[src/hdl/rbd_pkg.sv]
// shared types and codes for the ring buffer deque
// no dependencies
`timescale 1ns / 1ps
`default_nettype none

package rbd_pkg;

    // sizes fixed by the port widths of the deque unit
    localparam int CAPACITY      = 16;
    localparam int ELEMENT_WIDTH = 32;

    typedef enum logic [3:0] {
        REQ_PUSH_FRONT = 4'd0,
        REQ_PUSH_BACK  = 4'd1,
        REQ_POP_FRONT  = 4'd2,
        REQ_POP_BACK   = 4'd3,
        REQ_INSERT     = 4'd4,
        REQ_REMOVE     = 4'd5,
        REQ_GET        = 4'd6,
        REQ_SET        = 4'd7,
        REQ_SWAP       = 4'd8,
        REQ_REVERSE    = 4'd9,
        REQ_SORT       = 4'd10,
        REQ_SEARCH     = 4'd11,
        REQ_CLEAR      = 4'd12
    } req_t;

    typedef enum logic [2:0] {
        ST_OK    = 3'd0,
        ST_RANGE = 3'd1,
        ST_FULL  = 3'd2,
        ST_EMPTY = 3'd3,
        ST_NOKEY = 3'd4
    } status_t;

endpackage

`default_nettype wire

[src/hdl/ring_buffer_deque_unit.sv]
// ring buffer deque: one transaction in, one result transaction out per request
// push_back, pops, set, clear and errors go straight to the finish state; get and push_front
// pass through one extra state; insert/remove walk the shifted elements, swap/reverse walk pairs,
// sort and search walk their compares; all walks share the one read and one write port of the store
// throughput: one request at a time, in_stall is high until the result is queued
// reset: rst_n clears head, count and handshake state; the store itself is not cleared
// depends on rbd_pkg
`timescale 1ns / 1ps
`default_nettype none

module ring_buffer_deque_unit (
    input  wire logic        clk,
    input  wire logic        rst_n,
    input  wire logic        in_valid,
    output logic             in_stall,
    input  wire logic [3:0]  req_type,
    input  wire logic [4:0]  position,
    input  wire logic [3:0]  other_position,
    input  wire logic [31:0] word_in,
    output logic             out_valid,
    input  wire logic        out_stall,
    output logic [2:0]       status,
    output logic [31:0]      word_out,
    output logic [3:0]       found_position,
    output logic [4:0]       occupancy
);

    localparam int CAPACITY = rbd_pkg::CAPACITY;
    localparam int AW = (CAPACITY > 1) ? $clog2(CAPACITY) : 1;
    localparam int CW = $clog2(CAPACITY + 1);
    localparam int XW = (CW > 5) ? CW : 5;
    localparam int EW = rbd_pkg::ELEMENT_WIDTH;

    typedef enum logic [4:0] {
        S_IDLE, S_PF_WR, S_SH_RD, S_SH_WR, S_RM_RD, S_RM_WR, S_GET_W,
        S_SW_RA, S_SW_RB, S_SW_WA, S_SW_WB, S_SO_CHK, S_SO_V, S_SO_RJ,
        S_SO_CMP, S_SO_PUT, S_BS_CHK, S_BS_CMP, S_FIN
    } state_t;

    state_t             state_reg;
    logic [AW-1:0]      head_reg;
    logic [CW-1:0]      count_reg;
    logic [CW-1:0]      i_reg;
    logic [CW-1:0]      j_reg;
    logic [AW-1:0]      mid_reg;
    logic [EW-1:0]      v_reg;
    logic               rev_reg;
    rbd_pkg::status_t   res_status_reg;
    logic [31:0]        res_word_reg;
    logic [3:0]         res_found_reg;
    logic               out_valid_reg;
    logic [2:0]         status_reg;
    logic [31:0]        word_out_reg;
    logic [3:0]         found_reg;
    logic [4:0]         occupancy_reg;

    logic [EW-1:0]      store_reg [CAPACITY];
    logic [EW-1:0]      rd_data_reg;

    logic               mem_re;
    logic               mem_we;
    logic [CW-1:0]      rd_log;
    logic [CW-1:0]      wr_log;
    logic [EW-1:0]      wr_data;

    logic               full;
    logic               empty;
    logic               pos_lt;
    logic               pos_le;
    logic               opos_lt;
    logic [CW-1:0]      pos_l;
    logic [AW-1:0]      head_dec;
    logic [AW-1:0]      head_inc;
    logic [EW-1:0]      key;
    logic [CW-1:0]      mid_c;
    rbd_pkg::req_t      req;

    // logical index to physical slot
    function automatic logic [AW-1:0] slot_of(input logic [AW-1:0] head,
                                              input logic [CW-1:0] lg);
        logic [CW:0] s;
        s = (CW+1)'(head) + (CW+1)'(lg);
        if (s >= (CW+1)'(CAPACITY))
        begin
            s = s - (CW+1)'(CAPACITY);
        end
        return AW'(s);
    endfunction

    assign req      = rbd_pkg::req_t'(req_type);
    assign full     = (count_reg == CW'(CAPACITY));
    assign empty    = (count_reg == '0);
    assign pos_lt   = XW'(position) < XW'(count_reg);
    assign pos_le   = XW'(position) <= XW'(count_reg);
    assign opos_lt  = XW'(other_position) < XW'(count_reg);
    assign pos_l    = CW'(position);
    assign head_dec = (head_reg == '0) ? AW'(CAPACITY - 1) : head_reg - 1'b1;
    assign head_inc = (head_reg == AW'(CAPACITY - 1)) ? '0 : head_reg + 1'b1;
    assign key      = EW'(word_in);
    assign mid_c    = i_reg + ((j_reg - 1'b1 - i_reg) >> 1);

    // single read port and single write port of the element store
    always_comb
    begin
        mem_re  = 1'b0;
        mem_we  = 1'b0;
        rd_log  = '0;
        wr_log  = '0;
        wr_data = v_reg;
        unique case (state_reg)
            S_IDLE:
            begin
                if (in_valid)
                begin
                    unique case (req)
                        rbd_pkg::REQ_PUSH_BACK:
                        begin
                            mem_we  = !full;
                            wr_log  = count_reg;
                            wr_data = key;
                        end
                        rbd_pkg::REQ_SET:
                        begin
                            mem_we  = pos_lt;
                            wr_log  = pos_l;
                            wr_data = key;
                        end
                        rbd_pkg::REQ_GET:
                        begin
                            mem_re = pos_lt;
                            rd_log = pos_l;
                        end
                        default:
                        begin
                        end
                    endcase
                end
            end
            S_PF_WR:
            begin
                mem_we = 1'b1;
            end
            S_SH_RD:
            begin
                if (i_reg > j_reg)
                begin
                    mem_re = 1'b1;
                    rd_log = i_reg - 1'b1;
                end
                else
                begin
                    mem_we = 1'b1;
                    wr_log = j_reg;
                end
            end
            S_SH_WR, S_RM_WR, S_SW_WA:
            begin
                mem_we  = 1'b1;
                wr_log  = i_reg;
                wr_data = rd_data_reg;
            end
            S_RM_RD:
            begin
                mem_re = ({1'b0, i_reg} + 1'b1) < {1'b0, count_reg};
                rd_log = i_reg + 1'b1;
            end
            S_SW_RA:
            begin
                mem_re = 1'b1;
                rd_log = i_reg;
            end
            S_SW_RB:
            begin
                mem_re = 1'b1;
                rd_log = j_reg;
            end
            S_SW_WB, S_SO_PUT:
            begin
                mem_we = 1'b1;
                wr_log = j_reg;
            end
            S_SO_CHK:
            begin
                mem_re = i_reg < count_reg;
                rd_log = i_reg;
            end
            S_SO_RJ:
            begin
                mem_re = (j_reg != '0);
                rd_log = j_reg - 1'b1;
            end
            S_SO_CMP:
            begin
                mem_we  = rd_data_reg > v_reg;
                wr_log  = j_reg;
                wr_data = rd_data_reg;
            end
            S_BS_CHK:
            begin
                mem_re = i_reg < j_reg;
                rd_log = mid_c;
            end
            default:
            begin
            end
        endcase
    end

    always_ff @(posedge clk)
    begin
        if (mem_we)
        begin
            store_reg[slot_of(head_reg, wr_log)] <= wr_data;
        end
        if (mem_re)
        begin
            rd_data_reg <= store_reg[slot_of(head_reg, rd_log)];
        end
    end

    always_ff @(posedge clk or negedge rst_n)
    begin
        if (!rst_n)
        begin
            state_reg      <= S_IDLE;
            head_reg       <= '0;
            count_reg      <= '0;
            i_reg          <= '0;
            j_reg          <= '0;
            mid_reg        <= '0;
            v_reg          <= '0;
            rev_reg        <= 1'b0;
            res_status_reg <= rbd_pkg::ST_OK;
            res_word_reg   <= '0;
            res_found_reg  <= '0;
            out_valid_reg  <= 1'b0;
            status_reg     <= '0;
            word_out_reg   <= '0;
            found_reg      <= '0;
            occupancy_reg  <= '0;
        end
        else
        begin
            // the finish state reloads the result register itself
            if (out_valid_reg && !out_stall && (state_reg != S_FIN))
            begin
                out_valid_reg <= 1'b0;
            end
            unique case (state_reg)
                S_IDLE:
                begin
                    if (in_valid)
                    begin
                        res_status_reg <= rbd_pkg::ST_OK;
                        res_word_reg   <= '0;
                        res_found_reg  <= '0;
                        v_reg          <= key;
                        state_reg      <= S_FIN;
                        unique case (req)
                            rbd_pkg::REQ_PUSH_FRONT:
                            begin
                                if (full)
                                begin
                                    res_status_reg <= rbd_pkg::ST_FULL;
                                end
                                else
                                begin
                                    if (!empty)
                                    begin
                                        head_reg <= head_dec;
                                    end
                                    count_reg <= count_reg + 1'b1;
                                    state_reg <= S_PF_WR;
                                end
                            end
                            rbd_pkg::REQ_INSERT:
                            begin
                                if (!pos_le)
                                begin
                                    res_status_reg <= rbd_pkg::ST_RANGE;
                                end
                                else if (full)
                                begin
                                    res_status_reg <= rbd_pkg::ST_FULL;
                                end
                                else if (position == '0)
                                begin
                                    if (!empty)
                                    begin
                                        head_reg <= head_dec;
                                    end
                                    count_reg <= count_reg + 1'b1;
                                    state_reg <= S_PF_WR;
                                end
                                else
                                begin
                                    i_reg     <= count_reg;
                                    j_reg     <= pos_l;
                                    state_reg <= S_SH_RD;
                                end
                            end
                            rbd_pkg::REQ_PUSH_BACK:
                            begin
                                if (full)
                                begin
                                    res_status_reg <= rbd_pkg::ST_FULL;
                                end
                                else
                                begin
                                    count_reg <= count_reg + 1'b1;
                                end
                            end
                            rbd_pkg::REQ_POP_FRONT:
                            begin
                                if (empty)
                                begin
                                    res_status_reg <= rbd_pkg::ST_EMPTY;
                                end
                                else
                                begin
                                    count_reg <= count_reg - 1'b1;
                                    if (count_reg != CW'(1))
                                    begin
                                        head_reg <= head_inc;
                                    end
                                end
                            end
                            rbd_pkg::REQ_POP_BACK:
                            begin
                                if (empty)
                                begin
                                    res_status_reg <= rbd_pkg::ST_EMPTY;
                                end
                                else
                                begin
                                    count_reg <= count_reg - 1'b1;
                                end
                            end
                            rbd_pkg::REQ_REMOVE:
                            begin
                                if (!pos_lt)
                                begin
                                    res_status_reg <= rbd_pkg::ST_RANGE;
                                end
                                else if (position == '0)
                                begin
                                    count_reg <= count_reg - 1'b1;
                                    if (count_reg != CW'(1))
                                    begin
                                        head_reg <= head_inc;
                                    end
                                end
                                else
                                begin
                                    i_reg     <= pos_l;
                                    state_reg <= S_RM_RD;
                                end
                            end
                            rbd_pkg::REQ_GET:
                            begin
                                if (!pos_lt)
                                begin
                                    res_status_reg <= rbd_pkg::ST_RANGE;
                                end
                                else
                                begin
                                    state_reg <= S_GET_W;
                                end
                            end
                            rbd_pkg::REQ_SET:
                            begin
                                if (!pos_lt)
                                begin
                                    res_status_reg <= rbd_pkg::ST_RANGE;
                                end
                            end
                            rbd_pkg::REQ_SWAP:
                            begin
                                if (!pos_lt || !opos_lt)
                                begin
                                    res_status_reg <= rbd_pkg::ST_RANGE;
                                end
                                else if (XW'(position) != XW'(other_position))
                                begin
                                    i_reg     <= pos_l;
                                    j_reg     <= CW'(other_position);
                                    rev_reg   <= 1'b0;
                                    state_reg <= S_SW_RA;
                                end
                            end
                            rbd_pkg::REQ_REVERSE:
                            begin
                                if (count_reg > CW'(1))
                                begin
                                    i_reg     <= '0;
                                    j_reg     <= count_reg - 1'b1;
                                    rev_reg   <= 1'b1;
                                    state_reg <= S_SW_RA;
                                end
                            end
                            rbd_pkg::REQ_SORT:
                            begin
                                i_reg     <= CW'(1);
                                state_reg <= S_SO_CHK;
                            end
                            rbd_pkg::REQ_SEARCH:
                            begin
                                res_status_reg <= rbd_pkg::ST_NOKEY;
                                i_reg          <= '0;
                                j_reg          <= count_reg;
                                state_reg      <= S_BS_CHK;
                            end
                            rbd_pkg::REQ_CLEAR:
                            begin
                                count_reg <= '0;
                            end
                            default:
                            begin
                            end
                        endcase
                    end
                end
                S_PF_WR:
                begin
                    state_reg <= S_FIN;
                end
                S_SH_RD:
                begin
                    if (i_reg > j_reg)
                    begin
                        state_reg <= S_SH_WR;
                    end
                    else
                    begin
                        count_reg <= count_reg + 1'b1;
                        state_reg <= S_FIN;
                    end
                end
                S_SH_WR:
                begin
                    i_reg     <= i_reg - 1'b1;
                    state_reg <= S_SH_RD;
                end
                S_RM_RD:
                begin
                    if (({1'b0, i_reg} + 1'b1) < {1'b0, count_reg})
                    begin
                        state_reg <= S_RM_WR;
                    end
                    else
                    begin
                        count_reg <= count_reg - 1'b1;
                        state_reg <= S_FIN;
                    end
                end
                S_RM_WR:
                begin
                    i_reg     <= i_reg + 1'b1;
                    state_reg <= S_RM_RD;
                end
                S_GET_W:
                begin
                    res_word_reg <= 32'(rd_data_reg);
                    state_reg    <= S_FIN;
                end
                S_SW_RA:
                begin
                    state_reg <= S_SW_RB;
                end
                S_SW_RB:
                begin
                    v_reg     <= rd_data_reg;
                    state_reg <= S_SW_WA;
                end
                S_SW_WA:
                begin
                    state_reg <= S_SW_WB;
                end
                S_SW_WB:
                begin
                    // reverse walks inward until the pointers meet
                    if (rev_reg && (({1'b0, i_reg} + 2'd2) < {1'b0, j_reg}))
                    begin
                        i_reg     <= i_reg + 1'b1;
                        j_reg     <= j_reg - 1'b1;
                        state_reg <= S_SW_RA;
                    end
                    else
                    begin
                        state_reg <= S_FIN;
                    end
                end
                S_SO_CHK:
                begin
                    state_reg <= (i_reg < count_reg) ? S_SO_V : S_FIN;
                end
                S_SO_V:
                begin
                    v_reg     <= rd_data_reg;
                    j_reg     <= i_reg;
                    state_reg <= S_SO_RJ;
                end
                S_SO_RJ:
                begin
                    state_reg <= (j_reg != '0) ? S_SO_CMP : S_SO_PUT;
                end
                S_SO_CMP:
                begin
                    if (rd_data_reg > v_reg)
                    begin
                        j_reg     <= j_reg - 1'b1;
                        state_reg <= S_SO_RJ;
                    end
                    else
                    begin
                        state_reg <= S_SO_PUT;
                    end
                end
                S_SO_PUT:
                begin
                    i_reg     <= i_reg + 1'b1;
                    state_reg <= S_SO_CHK;
                end
                S_BS_CHK:
                begin
                    // window is lo in i_reg, exclusive hi in j_reg
                    if (i_reg < j_reg)
                    begin
                        mid_reg   <= AW'(mid_c);
                        state_reg <= S_BS_CMP;
                    end
                    else
                    begin
                        state_reg <= S_FIN;
                    end
                end
                S_BS_CMP:
                begin
                    if (v_reg > rd_data_reg)
                    begin
                        i_reg     <= CW'(mid_reg) + 1'b1;
                        state_reg <= S_BS_CHK;
                    end
                    else if (v_reg < rd_data_reg)
                    begin
                        j_reg     <= CW'(mid_reg);
                        state_reg <= S_BS_CHK;
                    end
                    else
                    begin
                        res_status_reg <= rbd_pkg::ST_OK;
                        res_word_reg   <= 32'(rd_data_reg);
                        res_found_reg  <= 4'(mid_reg);
                        state_reg      <= S_FIN;
                    end
                end
                S_FIN:
                begin
                    if (!out_valid_reg || !out_stall)
                    begin
                        out_valid_reg <= 1'b1;
                        status_reg    <= res_status_reg;
                        word_out_reg  <= res_word_reg;
                        found_reg     <= res_found_reg;
                        occupancy_reg <= 5'(count_reg);
                        state_reg     <= S_IDLE;
                    end
                end
                default:
                begin
                    state_reg <= S_IDLE;
                end
            endcase
        end
    end

    assign in_stall       = (state_reg != S_IDLE);
    assign out_valid      = out_valid_reg;
    assign status         = status_reg;
    assign word_out       = word_out_reg;
    assign found_position = found_reg;
    assign occupancy      = occupancy_reg;

    assert property (@(posedge clk) disable iff (!rst_n)
        count_reg <= CW'(CAPACITY))
        else $error("element count above capacity");

    assert property (@(posedge clk) disable iff (!rst_n)
        state_reg == S_BS_CHK |-> (i_reg <= j_reg) && (j_reg <= count_reg))
        else $error("search window out of order");

    assert property (@(posedge clk) disable iff (!rst_n)
        $rose(out_valid_reg) |-> $past(state_reg) == S_FIN)
        else $error("result raised outside finish state");

endmodule

`default_nettype wire

[config.mk]
export PLATFORM = sky130hd
export DESIGN_NAME = ring_buffer_deque_unit
export DESIGN_NICKNAME = d
export VERILOG_FILES = /design/src/hdl/rbd_pkg.sv /design/src/hdl/ring_buffer_deque_unit.sv
export SDC_FILE = /design/constraint.sdc
export NUM_CORES = 1
export LEC_CHECK = 0
export ABC_AREA = 0
export BUFFER_PORTS_ARGS = -buffer_cell sky130_fd_sc_hd__buf_2
export CORE_ASPECT_RATIO = 0.9
export CORE_MARGIN = 3
export CORE_UTILIZATION = 30
export CTS_BUF_LIST = sky130_fd_sc_hd__clkbuf_4 sky130_fd_sc_hd__clkbuf_8
export DETAILED_ROUTE_END_ITERATION = 6
export HOLD_SLACK_MARGIN = 0.05
export PLACE_DENSITY = 0.47
export SLEW_MARGIN = 20
export SYNTH_ARGS = -nofsm -noshare
export SYNTH_HDL_FRONTEND = slang
export SYNTH_SLANG_ARGS = --single-unit
[constraint.sdc]
create_clock -name clk -period 6.4 [get_ports clk]
set_clock_uncertainty 0.2 [all_clocks]
set_input_delay 1.92 -clock clk [delete_from_list [all_inputs] [get_ports clk]]
set_output_delay 1.92 -clock clk [all_outputs]
set_load 0.1 [all_outputs]
==> results of run 1 <==
## worst reg2reg max path, stage by stage, from the launching register on
cell and delay, ns:
dfrtp_1 0.43, inv_1 0.22, ha_1 0.24, xor2_1 0.32, ha_1 0.33, xor2_1 0.24, inv_1 0.10, fa_1 0.57
nor4_1 0.07, a21oi_1 0.15, and3_1 0.16, o21ai_0 0.16, fa_4 1.06, buf_12 0.28, buf_4 0.22, mux4_2 0.32
mux2i_1 0.17, mux2i_1 0.10
## synthesized netlist by cell type, types with 4 or more instances
master | n | area, um2
mux2_2 | 9 | 101
a22oi_1 | 44 | 330
buf_6 | 4 | 45.0
a31oi_1 | 13 | 81.3
nor2_1 | 80 | 300
xor2_1 | 12 | 105
nor2b_1 | 6 | 37.5
mux2_1 | 8 | 90.1
buf_2 | 4 | 20.0
a221o_1 | 7 | 70.1
mux2i_1 | 174 | 1740
and2_1 | 7 | 43.8
inv_1 | 101 | 379
a221oi_1 | 9 | 78.8
ha_1 | 85 | 1060
nor4_1 | 8 | 50.1
nand2b_1 | 13 | 81.3
mux4_2 | 128 | 2880
and3_1 | 10 | 62.6
nand2_1 | 242 | 908
a21o_1 | 10 | 75.1
a21oi_1 | 66 | 330
clkbuf_1 | 85 | 319
edfxtp_1 | 544 | 16300
o21ai_1 | 4 | 20.0
o22ai_1 | 11 | 68.8
buf_1 | 19 | 71.3
nand3b_1 | 6 | 45.0
a211o_1 | 4 | 35.0
nor3_1 | 23 | 115
a21boi_0 | 5 | 37.5
o21a_1 | 6 | 45.0
dfrtp_1 | 145 | 3630
a22o_1 | 5 | 43.8
o31ai_1 | 6 | 45.0
a211oi_1 | 5 | 37.5
or3_1 | 6 | 37.5
nand3_1 | 19 | 95.1
nand4_1 | 11 | 68.8
o21ai_0 | 114 | 571
fa_1 | 4 | 80.1
xnor2_1 | 23 | 201
## path summary, 6_finish.rpt
| path | slack (ns) | depth (start not counted) | end |
|---|---|---|---|
| setup / recovery | 0.81 | 17 | rd_data_reg[25]$_DFFE_PP_ |
| hold / removal | 0.27 | 2 | word_out[17]$_DFFE_PN0P_ |
| setup reg to reg | 0.81 | 17 | rd_data_reg[25]$_DFFE_PP_ |
| hold reg to reg | 0.27 | 2 | word_out[17]$_DFFE_PN0P_ |
| max in group asynchronous | 3.87 | 2 | v_reg[11]$_DFFE_PN0P_ |
| min in group asynchronous | 0.98 | 1 | state_reg[2]$_DFFE_PN0P_ |
## cell type report
cell class                 instances  area, um2  area share, %
antenna                            4       10.0         0.0272
sequential                       689      20000           54.3
inverter                         102        383           1.04
clock inverter                    45        343          0.933
clock buffer                     169       2010           5.48
tap                             1368       1710           4.66
timing repair buffer             163       1360           3.69
multi-input combinational       1263      11000           29.9
## layout by cell type (no fill, tap or decap), types with 8 or more instances in the layout
master    Yosys  final
nor4_1        8      8
a221oi_1      9      9
mux2i_1     174    174
buf_12        0     29
a21oi_1      66     66
nor2_1       80     61
buf_2         4     93
clkbuf_8      0    119
inv_1       101    101
ha_1         85     84
mux2_1        8      8
nand2_1     242    241
a21o_1       10     10
xnor2_1      23     23
buf_4         3     40
o21ai_0     114    114
nor3_1       23     23
nand3_1      19     19
a22oi_1      44     44
a31oi_1      13     13
edfxtp_1    544    544
nand4_1      11     11
xor2_1       12     11
clkinv_1      0     25
mux4_2      128    128
nor2_4        0     19
nand2b_1     13     13
o22ai_1      11     11
dfrtp_1     145    145
mux2_2        9      9
and3_1       10      9
clkbuf_4      0     50
clkinv_2      0     10
## per-layer routing
layer  vias up  track usage, %
met2       645            25.9
met1     10100            24.3
met5         -               0
met3       131            3.12
met4         0            4.41
li1       8688               -
## kinds of logic (layout without fill, tap and decap cells)
| logic type | Yosys count | in the layout | synth area share, % |
|---|---|---|---|
| buf+inv | 217 | 479 | 2.73 |
| compound gates | 359 | 359 | 7.49 |
| xor+xnor | 36 | 36 | 1.02 |
| flops | 689 | 689 | 63.2 |
| other cells | 0 | 4 | 0 |
| simple gates | 459 | 459 | 6.66 |
| mux | 319 | 319 | 15.2 |
| fa+ha+maj | 90 | 90 | 3.65 |
## stage by stage
step                utilization, %  setup slack (ns)  hold slack (ns)  area, um2  std cells
floorplan                        -             0.335            0.254      31600       2169
global placement              33.0             0.437            0.258      34400       3585
detailed placement            33.0             0.436            0.266      34400       3585
CTS                           35.3             0.805            0.281      36700       3799
global route                  35.3             0.542            0.294      36700       3801
finish                        35.3             0.808            0.274      36800       3803
==> summary.md, run 1 <==
| Metric | Value |
|---|---|
| Worst hold path class | register to register |
| Max Cap Viol | 0 |
| Setup Viol. Count Final | 0 |
| DRT Pass-1 Iters | 7 |
| Top Layer Used | met4 |
| CP max FO | 32 |
| Flops & latches, synth | 689 |
| Setup TNS | 0 ns |
| Die X | 348 um |
| Startpoint Class | register |
| CTS Root Cell | clkbuf_8 |
| Layout cells sized above 1 | 22.0% |
| Core area | 104000 um2 |
| Critical path class | register to register |
| Met3 WL post-DR | 5.75 mm |
| Top FF cell, synth | edfxtp_1 |
| Worst-Margin Slew | 1.10 ns |
| Vias in the first global route | 19900 |
| Total CTS buffers | 116 |
| Critical path's top delay family | adder cells |
| Hold path startpoint | word_out[17]$_DFFE_PN0P_ |
| CP required | 6.65 ns |
| Met2 wire length | 41.6 mm |
| Cell Chain, Critical Path | inv_1 > ha_1 > xor2_1 > ha_1 > xor2_1 > inv_1 > fa_1 > nor4_1 > a21oi_1 > and3_1 > o21ai_0 > fa_4 > buf_12 > buf_4 > mux4_2 > mux2i_1 > mux2i_1 |
| Overall routing resource usage | 16.7% |
| Postcts setup bufs | 0 |
| Max reg flops | 512 |
| Grt total ovfl | 0 |
| Critical path buffers and inverters | 4 |
| Die ar. | 109000 um2 |
| Final period util | 87.4% |
| Post-CTS Resized | 0 |
| I/O Pins | 95 |
| Distinct cells, synth | 93 |
| Asr flop ratio synth | 21.0% |
| Syn nets | 2307 |
| Yosys Warn Count | 0 |
| Mapped Area | 31600 um2 |
| Post-CTS Hold Buffers | 0 |
| Mapped Cells | 2169 |
| Wire length on met1 | 42.7 mm |
| Starting Density | 30.3% |
| Worst r2r src | j_reg[1]$_DFFE_PN0P_ |
| CP Capture Type | register |
| Slew Viols, Final | 0 |
| Largest net degree at the start of global routing | 71 |
| Status | complete, no violations |
| CTS tree | done |
| RD Place Congestion | 0.926 |
| Initial antenna violation count | 8 |
| Clk buf depth | 3 |
| H-tree Lvls | 3 |
| Clk_lat worst skew | 0.75 ns |
| DRC Markers | 0 |
| CP Data Arrival Time | 5.84 ns |
| Clock sinks | 689 |
| Crit path time final | 5.59 ns |
| Post-synth EDFFs | 544 |
| First-pass GRT wire length | 136 mm |
| CP Launch Point | j_reg[1]$_DFFE_PN0P_ |
| RSZ-0062 raised after global routing | no |
| WL per Instance | 24.1 um |
| Final net count | 2473 |
| Layout area overhead | 16.4% |
| Drt total wl | 91.8 mm |
| Number of I/O port buffers | 94 |
| Vias per std cell | 5.15 |
| Vias post-DR | 19600 |
| Clock transition at path regs | 0.06 ns |
| Peak Freq | 179 MHz |
| Sequential area share after synthesis | 63.2% |
| CP max stage delay | 1.06 ns |
| DRT antenna net count | 0 |
| Max_slew headroom | 26.7% |
| CP max stage cell | fa_4 |
| Synthesized area per cell | 14.6 um2 |
| Filler cells | 10100 |
| Die Span Y | 314 um |
| Hold Vio Cnt, Final | 0 |
| Iteration-0 DRC Markers | 1868 |
| # rows | 112 |
| DP HPWL | 59.5 mm |
Power of run 1 is not shown: default switching activity piles up to over one toggle a cycle in this logic, so the estimate is an artifact.
==> run 2: changes to the inputs <==
Settings changed: ABC_AREA 0 to 1.
==> summary.md, run 2 <==
| Metric | Value |
|---|---|
| DRT antenna net count | 0 |
| Slew Viols, Final | 0 |
| CP Capture Type | register |
| Drt total wl | 96.2 mm |
| Mapped Cells | 3081 |
| Layout cells sized above 1 | 15.1% |
| Initial antenna violation count | 4 |
| RD Place Congestion | 0.895 |
| Worst slack at placement | 0.708 ns |
| WL per Instance | 20.4 um |
| Worst hold path class | register to register |
| CP Launch Point | j_reg[1]$_DFFE_PN0P_ |
| CP required | 6.82 ns |
| Vias per std cell | 5.01 |
| Largest net degree at the start of global routing | 167 |
| Clk_lat worst skew | 0.75 ns |
| Vias in the first global route | 22700 |
| Filler cells | 10600 |
| Die Span Y | 317 um |
| RR Endpoint | rd_data_reg[27]$_DFFE_PP_ |
| Distinct cells, synth | 50 |
| Synth top area share | 50.8% |
| Worst hold slack | 0.271 ns |
| Postcts setup bufs | 0 |
| R2R Setup Slk | 0.83 ns |
| Hold Vio Cnt, Final | 0 |
| Slack of the critical path | 0.829 ns |
| Syn nets | 3219 |
| Top FF cell, synth | edfxtp_1 |
| Status | complete, no violations |
| Setup Viol. Count Final | 0 |
| Clock sinks | 689 |
| Total CTS buffers | 118 |
| DRC Markers | 0 |
| Clk buf depth | 3 |
| Most common cell after layout, fill and taps aside | nand2_1 |
| Critical path class | register to register |
| Max Cap Viol | 0 |
| Peak Freq | 180 MHz |
| Most common cell in the netlist | nand2_1 |
| First-pass GRT wire length | 146 mm |
| Yosys Warn Count | 0 |
| Asr flop ratio synth | 21.0% |
| Sequential area share after synthesis | 62.1% |
| Overall routing resource usage | 17.2% |
| Number of I/O port buffers | 94 |
| Hold path startpoint | res_found_reg[0]$_DFFE_PN0P_ |
| RSZ-0062 raised after global routing | no |
| CTS tree | done |
| Final net count | 3370 |
| CP max FO | 41 |
| Setup TNS | 0 ns |
| Iteration-0 DRC Markers | 1912 |
| CTS Root Cell | clkbuf_8 |
| Worst-Margin Slew | 0.973 ns |
| Startpoint Class | register |
| Clock transition at path regs | 0.06 ns |
| Post-CTS Hold Buffers | 0 |
| Post-CTS Resized | 0 |
| Max reg flops | 512 |
| H-tree Lvls | 3 |
| Mapped Area | 32200 um2 |
| CP Data Arrival Time | 5.99 ns |
| Starting Density | 30.4% |
| Grt total ovfl | 0 |
| Worst r2r src | j_reg[1]$_DFFE_PN0P_ |
| Max_slew headroom | 35.1% |
| Final period util | 87.0% |
| Die ar. | 111000 um2 |
| DRT Pass-1 Iters | 7 |
| DP HPWL | 61.5 mm |
| Number of cells on the worst reg-to-reg path | 18 |
| Flops & latches, synth | 689 |
| Post-synth EDFFs | 544 |
| I/O Pins | 95 |
| Most frequent cells in the layout | 726 x nand2_1, 544 x edfxtp_1, 296 x o21ai_0 |
| Die X | 351 um |
| Core area | 106000 um2 |
| WHS Endpoint | res_found_reg[0]$_DFFE_PN0P_ |
| Synth cell count leaders | 729 x nand2_1, 544 x edfxtp_1, 296 x o21ai_0 |
| Crit path time final | 5.57 ns |
| Worst hold stages | 2 |
| # rows | 113 |
| Layout area overhead | 15.8% |
| Synthesized area per cell | 10.4 um2 |
| Top cell type by total area after synthesis | edfxtp_1 |
| Ranking of synthesized cells by area | edfxtp_1 51%, dfrtp_1 11%, nand2_1 8.5% |
| Vias post-DR | 23600 |
==> run 2: routing by layer <==
metal | GRT usage [%] | vias to the layer above | wire, um
li1 | - | 11200 | -
met1 | 25.1 | 11500 | 46200
met2 | 25.9 | 727 | 41900
met3 | 3.29 | 134 | 6070
met4 | 4.81 | 0 | 2100
met5 | 0 | - | 0
==> run 2: logic make-up (layout without fill, tap and decap cells) <==
family / count (synthesis) / in the layout / share of synthesized area [%]
XOR/XNOR: 26 / 26 / 0.708
AND/OR/NAND/NOR: 1263 / 1263 / 16.4
flip-flops: 689 / 689 / 62.1
multiplexers: 39 / 39 / 1.37
other: 0 / 2 / 0
AO/OA/AOI/OAI: 609 / 609 / 11.4
buffers and inverters: 366 / 612 / 4.47
adder cells (fa/ha/maj): 89 / 89 / 3.55
==> run 2: final cells by class <==
class,count,area (um2),area share [%]
sequential,689,20000,53.6
multi-input combinational,2026,10900,29.4
clock buffer,170,2110,5.66
tap,1380,1730,4.63
timing repair buffer,194,1370,3.66
inverter,203,774,2.08
clock inverter,45,369,0.991
antenna,2,5.00,0.0134
==> run 2: per-stage QoR <==
| step | area (um2) | util, % | cells |
|---|---|---|---|
| detailed placement | 34800 | 32.8 | 4492 |
| CTS | 37200 | 35.2 | 4707 |
| finish | 37300 | 35.2 | 4709 |
| floorplan | 32200 | - | 3081 |
| global route | 37300 | 35.2 | 4709 |
| global placement | 34800 | 32.8 | 4492 |
==> run 2: worst max-delay path, cell delays in order (launching register included) <==
cell and delay (ns):
dfrtp_1 0.39, inv_1 0.18, ha_1 0.22, xor2_1 0.29, ha_1 0.34, xor2_1 0.24
inv_1 0.09, fa_1 0.57, o22ai_1 0.13, a211oi_1 0.30, o2111ai_1 0.28, fa_2 0.58
inv_6 0.35, buf_4 0.36, a21oi_1 0.07, a32o_1 0.25, o21ai_0 0.38, nand2_1 0.12
nand2_1 0.09
==> run 2: worst max path at each step <==
stage          slack (ns)  depth (start not counted)                         to
6_report             0.83                         18  rd_data_reg[27]$_DFFE_PP_
3_5_place_dp         0.71                         15  store_reg[2][4]$_DFFE_PP_
5_1_grt              0.57                         18  rd_data_reg[27]$_DFFE_PP_
2_1_floorplan        0.75                         13  store_reg[0][0]$_DFFE_PP_
3_3_place_gp         0.72                         15  store_reg[2][5]$_DFFE_PP_
4_1_cts              0.98                         18  rd_data_reg[27]$_DFFE_PP_
Power of run 2 is left out for the same reason.
